### config.mk
export PLATFORM = sky130hd
export DESIGN_NAME = rsa_modular_exponentiation
export DESIGN_NICKNAME = d
export VERILOG_FILES = /design/src/rme_pkg.sv /design/src/rme_mulmod.sv /design/src/rme_datapath.sv /design/src/rme_ctrl.sv /design/src/rsa_modular_exponentiation.sv
export SDC_FILE = /design/constraint.sdc
export NUM_CORES = 1
export LEC_CHECK = 0
export BUFFER_PORTS_ARGS = -buffer_cell sky130_fd_sc_hd__buf_2
export CAP_MARGIN = 20
export CORE_MARGIN = 4
export CORE_UTILIZATION = 63
export CTS_CLUSTER_SIZE = 16
export DETAILED_ROUTE_END_ITERATION = 10
export PLACE_DENSITY = 0.88
export SLEW_MARGIN = 20
export SYNTH_ARGS = -nofsm -noshare
export SYNTH_HDL_FRONTEND = slang
export SYNTH_SLANG_ARGS = --single-unit
### constraint.sdc
create_clock -name clk -period 5.15 [get_ports clk]
set_input_delay 1.03 -clock clk [delete_from_list [all_inputs] [get_ports clk]]
set_output_delay 1.03 -clock clk [all_outputs]
set_load 0.05 [all_outputs]
### src/rme_pkg.sv
package rme_pkg;

    // default data path width
    localparam int WORD_WIDTH_DEF = 20;

    // configuration register index
    localparam int CFG_INDEX_WIDTH = 2;

    typedef enum logic [CFG_INDEX_WIDTH-1:0] {
        REG_EXPONENT = 2'd0,
        REG_MODULUS  = 2'd1
    } cfg_reg_t;

    // register reset values, cut to the word width where used
    localparam logic [63:0] EXPONENT_RESET = 64'd65537;
    localparam logic [63:0] MODULUS_RESET  = 64'd1048573;

    // controller to datapath
    typedef struct packed {
        logic load;          // capture base, exponent, seed accumulator
        logic start_reduce;  // reduce base modulo modulus
        logic take_base;     // store reduced base
        logic start_step;    // start multiply and square together
        logic step_update;   // retire one exponent bit
        logic out_load;      // move accumulator to output register
    } rme_cmd_t;

    // datapath to controller
    typedef struct packed {
        logic e_zero;     // remaining exponent is zero
        logic e_last;     // remaining exponent has no bit above bit 0
        logic m_small;    // modulus below two
        logic lane_done;  // square lane finished
        logic mul_done;   // multiply lane finished
    } rme_stat_t;

endpackage

### src/rme_mulmod.sv
module rme_mulmod #(
    parameter int WORD_WIDTH = rme_pkg::WORD_WIDTH_DEF
) (
    input  logic                  clk,
    input  logic                  rst_n,
    input  logic                  start,
    input  logic [WORD_WIDTH-1:0] a,
    input  logic [WORD_WIDTH-1:0] b,
    input  logic [WORD_WIDTH-1:0] m,
    output logic                  done,
    output logic [WORD_WIDTH-1:0] result
);
    import rme_pkg::*;

    // interleaved modular multiply, one bit of a per cycle, msb first
    // needs b < m and m >= 2
    localparam int CNT_W = (WORD_WIDTH > 1) ? $clog2(WORD_WIDTH) : 1;
    localparam int SUM_W = WORD_WIDTH + 2;

    logic [WORD_WIDTH-1:0] a_reg;
    logic [WORD_WIDTH-1:0] b_reg;
    logic [WORD_WIDTH-1:0] m_reg;
    logic [WORD_WIDTH-1:0] r_reg;
    logic [WORD_WIDTH-1:0] r_next;
    logic [CNT_W-1:0]      cnt_reg;
    logic                  busy_reg;
    logic                  done_reg;

    logic [SUM_W-1:0] sum;
    logic [SUM_W-1:0] m1;
    logic [SUM_W-1:0] m2;
    logic [SUM_W-1:0] sub;

    always_comb
    begin
        sum = {1'b0, r_reg, 1'b0}
            + (a_reg[WORD_WIDTH-1] ? {2'b00, b_reg} : '0);
        m1  = {2'b00, m_reg};
        m2  = {1'b0, m_reg, 1'b0};
        if (sum >= m2)
        begin
            sub = sum - m2;
        end
        else if (sum >= m1)
        begin
            sub = sum - m1;
        end
        else
        begin
            sub = sum;
        end
        r_next = sub[WORD_WIDTH-1:0];
    end

    always_ff @(posedge clk or negedge rst_n)
    begin
        if (!rst_n)
        begin
            busy_reg <= 1'b0;
            done_reg <= 1'b0;
            cnt_reg  <= '0;
        end
        else
        begin
            done_reg <= busy_reg && (cnt_reg == '0);
            if (start)
            begin
                busy_reg <= 1'b1;
                cnt_reg  <= CNT_W'(WORD_WIDTH - 1);
            end
            else if (busy_reg)
            begin
                if (cnt_reg == '0)
                begin
                    busy_reg <= 1'b0;
                end
                cnt_reg <= cnt_reg - 1'b1;
            end
        end
    end

    always_ff @(posedge clk)
    begin
        if (start)
        begin
            a_reg <= a;
            b_reg <= b;
            m_reg <= m;
            r_reg <= '0;
        end
        else if (busy_reg)
        begin
            a_reg <= {a_reg[WORD_WIDTH-2:0], 1'b0};
            r_reg <= r_next;
        end
    end

    assign done   = done_reg;
    assign result = r_reg;

`ifndef SYNTHESIS
    a_start_busy: assert property (@(posedge clk) disable iff (!rst_n)
        start |=> busy_reg)
        else $error("mulmod not busy after start");

    a_done_after_busy: assert property (@(posedge clk) disable iff (!rst_n)
        done_reg |-> $past(busy_reg) && !busy_reg)
        else $error("mulmod done without a finished run");

    a_result_reduced: assert property (@(posedge clk) disable iff (!rst_n)
        done_reg |-> (r_reg < m_reg))
        else $error("mulmod result not below modulus");
`endif

endmodule

### src/rme_datapath.sv
module rme_datapath #(
    parameter int WORD_WIDTH = rme_pkg::WORD_WIDTH_DEF
) (
    input  logic                   clk,
    input  logic                   rst_n,
    input  rme_pkg::rme_cmd_t      cmd,
    output rme_pkg::rme_stat_t     stat,
    input  logic [WORD_WIDTH-1:0]  exponent,
    input  logic [WORD_WIDTH-1:0]  modulus,
    input  logic [WORD_WIDTH-1:0]  base_value,
    output logic [WORD_WIDTH-1:0]  result_value
);
    import rme_pkg::*;

    localparam logic [WORD_WIDTH-1:0] ONE = WORD_WIDTH'(1);

    logic [WORD_WIDTH-1:0] base_reg;
    logic [WORD_WIDTH-1:0] e_reg;
    logic [WORD_WIDTH-1:0] acc_reg;
    logic [WORD_WIDTH-1:0] b_reg;
    logic [WORD_WIDTH-1:0] out_data_reg;

    logic                  m_small;
    logic [WORD_WIDTH-1:0] sq_a;
    logic [WORD_WIDTH-1:0] sq_b;
    logic [WORD_WIDTH-1:0] mul_res;
    logic [WORD_WIDTH-1:0] sq_res;
    logic                  sq_done;
    logic                  mul_done;

    assign m_small = (modulus[WORD_WIDTH-1:1] == '0);

    // square lane also reduces the incoming base (base * 1 mod m)
    assign sq_a = cmd.start_reduce ? base_reg : b_reg;
    assign sq_b = cmd.start_reduce ? ONE : b_reg;

    rme_mulmod #(.WORD_WIDTH(WORD_WIDTH)) u_mul_lane (
        .clk    (clk),
        .rst_n  (rst_n),
        .start  (cmd.start_step),
        .a      (acc_reg),
        .b      (b_reg),
        .m      (modulus),
        .done   (mul_done),
        .result (mul_res)
    );

    rme_mulmod #(.WORD_WIDTH(WORD_WIDTH)) u_sq_lane (
        .clk    (clk),
        .rst_n  (rst_n),
        .start  (cmd.start_reduce | cmd.start_step),
        .a      (sq_a),
        .b      (sq_b),
        .m      (modulus),
        .done   (sq_done),
        .result (sq_res)
    );

    always_ff @(posedge clk)
    begin
        if (cmd.load)
        begin
            base_reg <= base_value;
            e_reg    <= exponent;
            // exponent zero gives 1, tiny modulus gives 0
            acc_reg  <= (m_small && (exponent != '0)) ? '0 : ONE;
        end
        else if (cmd.step_update)
        begin
            if (e_reg[0])
            begin
                acc_reg <= mul_res;
            end
            b_reg <= sq_res;
            e_reg <= {1'b0, e_reg[WORD_WIDTH-1:1]};
        end
        else if (cmd.take_base)
        begin
            b_reg <= sq_res;
        end

        if (cmd.out_load)
        begin
            out_data_reg <= acc_reg;
        end
    end

    always_comb
    begin
        stat.e_zero    = (e_reg == '0);
        stat.e_last    = (e_reg[WORD_WIDTH-1:1] == '0);
        stat.m_small   = m_small;
        stat.lane_done = sq_done;
        stat.mul_done  = mul_done;
    end

    assign result_value = out_data_reg;

endmodule

### src/rme_ctrl.sv
module rme_ctrl (
    input  logic               clk,
    input  logic               rst_n,
    input  logic               in_valid,
    output logic               in_stall,
    output logic               out_valid,
    input  logic               out_stall,
    input  rme_pkg::rme_stat_t stat,
    output rme_pkg::rme_cmd_t  cmd
);
    import rme_pkg::*;

    typedef enum logic [6:0] {
        ST_IDLE     = 7'b0000001,
        ST_CHECK    = 7'b0000010,
        ST_RED_GO   = 7'b0000100,
        ST_RED_WAIT = 7'b0001000,
        ST_SQ_GO    = 7'b0010000,
        ST_SQ_WAIT  = 7'b0100000,
        ST_DONE     = 7'b1000000
    } state_t;

    state_t state_reg;
    state_t state_next;
    logic   out_valid_reg;
    logic   out_free;

    assign out_free = !out_valid_reg || !out_stall;

    always_comb
    begin
        state_next = state_reg;
        cmd        = '0;
        unique case (state_reg)
            ST_IDLE:
            begin
                if (in_valid)
                begin
                    cmd.load   = 1'b1;
                    state_next = ST_CHECK;
                end
            end
            ST_CHECK:
            begin
                if (stat.e_zero || stat.m_small)
                begin
                    state_next = ST_DONE;
                end
                else
                begin
                    state_next = ST_RED_GO;
                end
            end
            ST_RED_GO:
            begin
                cmd.start_reduce = 1'b1;
                state_next       = ST_RED_WAIT;
            end
            ST_RED_WAIT:
            begin
                if (stat.lane_done)
                begin
                    cmd.take_base = 1'b1;
                    state_next    = ST_SQ_GO;
                end
            end
            ST_SQ_GO:
            begin
                cmd.start_step = 1'b1;
                state_next     = ST_SQ_WAIT;
            end
            ST_SQ_WAIT:
            begin
                // both lanes run the same length and finish together
                if (stat.lane_done && stat.mul_done)
                begin
                    cmd.step_update = 1'b1;
                    state_next      = stat.e_last ? ST_DONE : ST_SQ_GO;
                end
            end
            ST_DONE:
            begin
                if (out_free)
                begin
                    cmd.out_load = 1'b1;
                    state_next   = ST_IDLE;
                end
            end
            default:
            begin
                state_next = ST_IDLE;
            end
        endcase
    end

    always_ff @(posedge clk or negedge rst_n)
    begin
        if (!rst_n)
        begin
            state_reg     <= ST_IDLE;
            out_valid_reg <= 1'b0;
        end
        else
        begin
            state_reg <= state_next;
            if (cmd.out_load)
            begin
                out_valid_reg <= 1'b1;
            end
            else if (!out_stall)
            begin
                out_valid_reg <= 1'b0;
            end
        end
    end

    assign in_stall  = (state_reg != ST_IDLE);
    assign out_valid = out_valid_reg;

endmodule

### src/rsa_modular_exponentiation.sv
// channel | direction | handshake          | payload
// in      | input     | in_valid/in_stall   | base_value
// out     | output    | out_valid/out_stall | result_value
// cfg     | input     | cfg_valid/cfg_ready | cfg_index, cfg_data
//
// one item at a time: a new base is taken only while the sequencer is idle; each item runs a
// base reduce, then one step per exponent bit up to the top set bit, in the bit-serial multiply
// lanes (one bit per cycle); exponent zero or modulus below two skip the reduce and the steps
// rst_n is asynchronous active low; config returns to exponent 65537, modulus 1048573
// the output register lets a new item enter while a result waits under out_stall
module rsa_modular_exponentiation #(
    parameter int WORD_WIDTH = rme_pkg::WORD_WIDTH_DEF
) (
    input  logic                               clk,
    input  logic                               rst_n,
    input  logic                               in_valid,
    output logic                               in_stall,
    input  logic [WORD_WIDTH-1:0]              base_value,
    output logic                               out_valid,
    input  logic                               out_stall,
    output logic [WORD_WIDTH-1:0]              result_value,
    input  logic                               cfg_valid,
    output logic                               cfg_ready,
    input  logic [rme_pkg::CFG_INDEX_WIDTH-1:0] cfg_index,
    input  logic [WORD_WIDTH-1:0]              cfg_data
);
    import rme_pkg::*;

    logic [WORD_WIDTH-1:0] exponent_reg;
    logic [WORD_WIDTH-1:0] modulus_reg;
    rme_cmd_t              cmd;
    rme_stat_t             stat;

    // config writes are always taken; unknown indexes are dropped
    assign cfg_ready = 1'b1;

    always_ff @(posedge clk or negedge rst_n)
    begin
        if (!rst_n)
        begin
            exponent_reg <= EXPONENT_RESET[WORD_WIDTH-1:0];
            modulus_reg  <= MODULUS_RESET[WORD_WIDTH-1:0];
        end
        else if (cfg_valid && cfg_ready)
        begin
            unique case (cfg_index)
                REG_EXPONENT: exponent_reg <= cfg_data;
                REG_MODULUS:  modulus_reg  <= cfg_data;
                default:
                begin
                end
            endcase
        end
    end

    // sequencer: accept, special cases, base reduce, one step per exponent bit
    rme_ctrl u_ctrl (
        .clk       (clk),
        .rst_n     (rst_n),
        .in_valid  (in_valid),
        .in_stall  (in_stall),
        .out_valid (out_valid),
        .out_stall (out_stall),
        .stat      (stat),
        .cmd       (cmd)
    );

    // operand registers, multiply and square lanes, output register
    rme_datapath #(.WORD_WIDTH(WORD_WIDTH)) u_datapath (
        .clk          (clk),
        .rst_n        (rst_n),
        .cmd          (cmd),
        .stat         (stat),
        .exponent     (exponent_reg),
        .modulus      (modulus_reg),
        .base_value   (base_value),
        .result_value (result_value)
    );

endmodule

== After elaboration in Yosys (flattened, before gate mapping) ==
Index checks and enable logic that the tools add are counted.
Cells by class
  add/sub/neg operators: 8
  $lt $le $gt $ge: 4
  equal/unequal tests: 14
  mux-type cells: 48
  bitwise gates (word level): 2
  reductions and logical operators: 25
Operator list (number)
  $mux 20: 18
  $sub 20x20->20: 4
  $pmux 7 s7: 1
  $add 21x20->22: 2
  $ge 22x20->1: 2
  $ge 22x21->1: 2
  $mux 7: 6
  $logic_not 19->1: 2
  $logic_not 20->1: 1
  $mux 5: 4
  $reduce_bool 20->1: 1
  $mux 1: 19
  $logic_not 5->1: 2
  $reduce_bool 2->1: 5
  $sub 5x1->5 const B: 2
  $ne 2x1->1 const B: 4
  $reduce_and 2->1: 4
  $eq 7x1->1 const B: 1
  $eq 7x2->1 const B: 1
  $eq 7x3->1 const B: 1
  $eq 7x4->1 const B: 1
  $eq 7x5->1 const B: 1
  $eq 7x6->1 const B: 1
  $eq 7x7->1 const B: 1
  10 further kinds: 15
Word-level totals
  register bits after elaboration: 322
  input bits: 47
  output and inout port bits: 23

== Logic depth before layout (Yosys ltp) ==
  word-level depth: 5
  depth in mapped cells: 23
  gate-level depth less buffers: 20

== Cells and area by module ==
A second synthesis with hierarchy kept.
Second synthesis, totals
  cells, all modules: 1692
  area total of the unflattened synthesis: 18859.3 um^2
By module, submodules not included
  rme_mulmod (u_datapath.u_sq_lane): times used 1, cells each 674, area an instance 6503.7 um^2, sequential area each 2377.3 um^2
  rme_mulmod (u_datapath.u_mul_lane): times used 1, cells each 647, area an instance 6368.6 um^2, sequential area each 2377.3 um^2
  rme_datapath: times used 1, cells each 221, area an instance 3868.7 um^2, sequential area each 3002.9 um^2
  rsa_modular_exponentiation: times used 1, cells each 88, area an instance 1576.5 um^2, sequential area each 1027.2 um^2
  rme_ctrl: times used 1, cells each 62, area an instance 541.8 um^2, sequential area each 201.4 um^2

== Worst setup path after synthesis ==
No wires, ideal clock.
  path kind: reg2reg
  from: register u_datapath.u_mul_lane.a_reg[19]
  to: register u_datapath.u_mul_lane.r_reg[17], in the netlist u_datapath.u_mul_lane.result[17]
  library setup time: 0.139 ns
  arrival: 4.367 ns
  setup slack: 0.643 ns
  stages on the path, launching flop included: 22
  buffers on the path: 4
  clock period less this slack: 4.507 ns
  cell sequence: edfxtp_1 > clkbuf_1 > clkbuf_1 > and2_1 > ha_1 > fa_1 > a211oi_1 > o21ai_0 > and2_1 > a31oi_1 > xnor2_1 > ha_1 > clkbuf_1 > a21oi_1 > o21ai_0 > a221oi_1 > o221ai_1 > a21oi_1 > nand2_1 > nor2_4 > clkbuf_1 > a21boi_0
On the way
  longest elaborated chain between the ends: 5
RTL lines
  from (decl): line rme_mulmod.sv:20  | logic [WORD_WIDTH-1:0] a_reg;
  from (signal assigned): line rme_mulmod.sv:93  | a_reg <= {a_reg[WORD_WIDTH-2:0], 1'b0};
  $mux 20 (*): line rme_mulmod.sv:37  | + (a_reg[WORD_WIDTH-1] ? {2'b00, b_reg} : '0);
  $add 21x20->22 (*): line rme_mulmod.sv:37
  $sub 20x20->20 / $ge 22x20->1 (equally long branches): line rme_mulmod.sv:46, rme_mulmod.sv:44
  $mux 20: line rme_mulmod.sv:44  | else if (sum >= m1)
  $mux 20 (*): line rme_mulmod.sv:40  | if (sum >= m2)
  to (signal assigned): line rme_mulmod.sv:94  | r_reg <= r_next;
  to (decl): line rme_mulmod.sv:23  | logic [WORD_WIDTH-1:0] r_reg;
Mark *: on every way between the ends. The rest lies on a longest branch, timed or not.
A chain may end at the register's enable or synchronous reset.

== Final worst setup path ==
  from: register u_datapath.u_mul_lane.a_reg[19]
  to: register u_datapath.u_mul_lane.r_reg[0], in the netlist u_datapath.u_mul_lane.result[0]
The elaborated chain is that of the path after synthesis.

==> metrics.md <==
| Metric | Value |
|---|---|
| Post-synthesis sequential area ratio | `48.50%` |
| Netlist cell types | `95` |
| Crit path max-delay cell type | `edfxtp_1` |
| Post-route ant nets | `0` |
| Reg clk slew, reported paths | `0.06 ns` |
| Crit path cell chain | `and2_1 > ha_1 > fa_1 > a211oi_1 > o21ai_0 > and2_1 > a31oi_1 > xnor2_1 > ha_1 > and4_1 > nand3_1 > o2bb2ai_1 > a31oi_1 > o31ai_2 > o211ai_2 > buf_6 > nand2_1 > mux2_2 > a21oi_1` |
| Initial DRC Count | `1567` |
| WHS Path Cells | `0` |
| R2R Path End | `u_datapath.u_mul_lane.result[0]` |
| IO buf count | `68` |
| Initial antenna violation count | `0` |
| Cells after Synth | `1768` |
| First-pass GRT wire length | `roughly 72 mm` |
| Run status | `finished, final reports clean` |
| Fmax | `204.3 MHz` |
| Syn Area/Cell | `roughly 10 µm²` |
| Sum of buffers and inverters on the critical path | `1` |
| Core area | `0.02886 mm²` |
| R2r worst-path depth | `19` |
| Period utilization | `95.06%` |
| Req. time, crit path | `approximately 5.6 ns` |
| Number of synthesized flops with an enable pin | `220` |
| Flop2flop setup slack | `between 0.2 and 0.3 ns` |
| Clock Latency Late Sink | `~0.53 ns` |
| Area growth from synthesis to final layout | `10.46%` |
| Crit path time final | `4.896 ns` |
| Worst Skew | `0.02429 ns` |
| Top_reg_cell synth | `edfxtp_1` |
| Synthesized area | `around 0.019 mm²` |
| Hold_ws | `0.4405 ns` |
| Die area | `0.03221 mm²` |
| Final wirelength | `roughly 46 mm` |
| Total CTS buffers | `34` |
| Ant. Diodes | `0` |
| Cts hold-fix bufs | `0` |
| Final Setup Violations | `0` |
| Worst Tran Pin Value | `0.9861 ns` |
| CP delay by family, top | `compound AO/OA/AOI/OAI gates` |
| Post-DR vias/cell | `6.250` |
| Chip height | `179.5 µm` |
| Row cnt | `62` |
| Max-cap violations | `0` |
| Max transition margin | `34.06%` |
| Clock Path Buffers | `3` |
| Synth Warn # | `0` |
| GR Util All Layers | `a little over a quarter` |
| Number of global-route vias before repair | `13.64k` |
| Cell Count, Final, Fillers Out | `2260` |
| Hold path start | `u_datapath.acc_reg[0]` |
| Largest net degree at the start of global routing | `66` |
| TritonRoute pass-1 iters | `6` |
| Vias | `between 10k and 15k` |
| DP HPWL | `33.88 mm` |
| H-tree depth | `2` |
| Routed len/inst | `approximately 20 µm` |
| Remaining routing DRC violations | `0` |
| WP data arrival | `5.35 ns` |
| Slew Limit Fails | `0` |
| Congestion Overflow GR | `0` |
| Final net count | `2026` |
| Routability Congestion | `0.9946` |
| Final hold vios | `0` |
| Initial Utilization | `64.20%` |
| Hold Crit Class | `reg2reg` |
| CP max FO | `30` |
| Ys async rst share | `19.25%` |
| CP max stage delay | `around 0.50 ns` |
| Boundary Pins | `70` |
| CTS sink count | `~320` |
| Setup crit start kind | `register` |
| CTS root buf | `clkbuf_16` |
| Worst R2R Start | `u_datapath.u_mul_lane.a_reg[19]` |
| Crit path from | `u_datapath.u_mul_lane.a_reg[19]` |
| Placed cells | `2195` |
| Hold path endpoint | `u_datapath.result_value[0]` |
| Share of layout cells above drive strength 1 | `14.07%` |
| CTS tree | `done` |
| Post-synthesis sequential element count | `between 300 and 400` |
| Mapped Nets | `about 1.9k` |
| Die W | `179.5 µm` |
| WS Path Type | `reg2reg` |
| Critical Path Sink Type | `register` |
## Yosys cell counts, types with 26 or more instances
cell      count  share of area, %
nand2_1     223               4.5
edfxtp_1    220                36
a21oi_1     123               3.3
ha_1        122               8.2
nor2_1      107               2.2
o21ai_0      91               2.5
and2_1       89               3.0
inv_1        79               1.6
xnor2_1      58               2.7
mux2_2       43               2.6
xor2_1       42               2.0
dfrtp_1      40               5.4
dfxtp_1      40               4.3
mux2i_1      36               1.9
clkbuf_1     35              0.71
nand3_1      33              0.89
a21o_1       27               1.1
a31oi_1      26              0.88
## metrics by stage
step	instance area [µm²]	TNS [ns]	setup WS (ns)	util, %
global placement	19310	0	0.2313	66.91
finish	20460	0	0.2545	70.92
global route	20460	-0.1838	-0.04349	70.92
detailed placement	19310	0	0.07332	66.91
CTS	20360	0	0.05112	70.55
floorplan	18530	0	0.6433	-
## cell families after synthesis
group	Yosys count	share of synthesized area, %
AND/OR/NAND/NOR	592	15.51
AO/OA/AOI/OAI	412	14.56
flip-flops	322	48.50
buffers and inverters	132	3.086
adder cells (fa/ha/maj)	128	8.888
XOR/XNOR	100	4.727
multiplexers	81	4.700
other	1	0.02024
## final cells by class
cell class / instances / area (µm²)
multi-input combinational: 1314 / 9061
fill: 2069 / 8393
clock buffer: 40 / 883.3
timing repair buffer: 98 / 581.8
clock inverter: 21 / 167.7
tap: 384 / 480.5
sequential: 322 / 8986
inverter: 81 / 304.0
## layer usage
layer,routed length [µm],vias to the layer above,share of wire (%),global-route usage (%)
li1,-,6624,-,-
met1,19770,6771,43,39.54
met2,21380,635,46,43.31
met3,3434,96,7.4,3.234
met4,1616,0,3.5,9.662
met5,0,-,0,0
## how the worst max path moves through the flow
stage / endpoint / slack (ns) / cells after the start
final: u_datapath.u_mul_lane.result[0] / 0.25 / 19
after global routing: u_datapath.u_sq_lane.result[3] / -0.04 / 19
after CTS: u_datapath.u_sq_lane.result[17] / 0.05 / 19
after detailed placement: u_datapath.u_sq_lane.result[17] / 0.07 / 20
after global placement: u_datapath.u_sq_lane.result[17] / 0.23 / 20
after floorplan: u_datapath.u_mul_lane.result[17] / 0.64 / 21
## cells in the final DEF, fill, tap and decap left out, types with 14 or more instances in the layout
master     instances
nand2_1          223
edfxtp_1         220
ha_1             121
a21oi_1          120
nor2_1           107
o21ai_0           89
and2_1            88
inv_1             79
buf_2             68
xnor2_1           57
mux2_2            43
xor2_1            41
dfrtp_1           40
dfxtp_1           40
mux2i_1           36
clkbuf_16         34
nand3_1           32
buf_4             28
a21o_1            27
a31oi_1           26
nor3_1            25
nor4_1            22
dfstp_2           22
and3_1            18
nand4_1           16
nor2b_1           15
nand2b_1          14
o211ai_1          14
## timing repair
action / 4_1_cts / 5_1_grt
resized for setup: 0 / 13
setup buffers: 0 / 4
setup endpoints to repair: 0 / 40
Power is not shown: default switching activity piles up to over one toggle a cycle in this logic, so the estimate is an artifact.
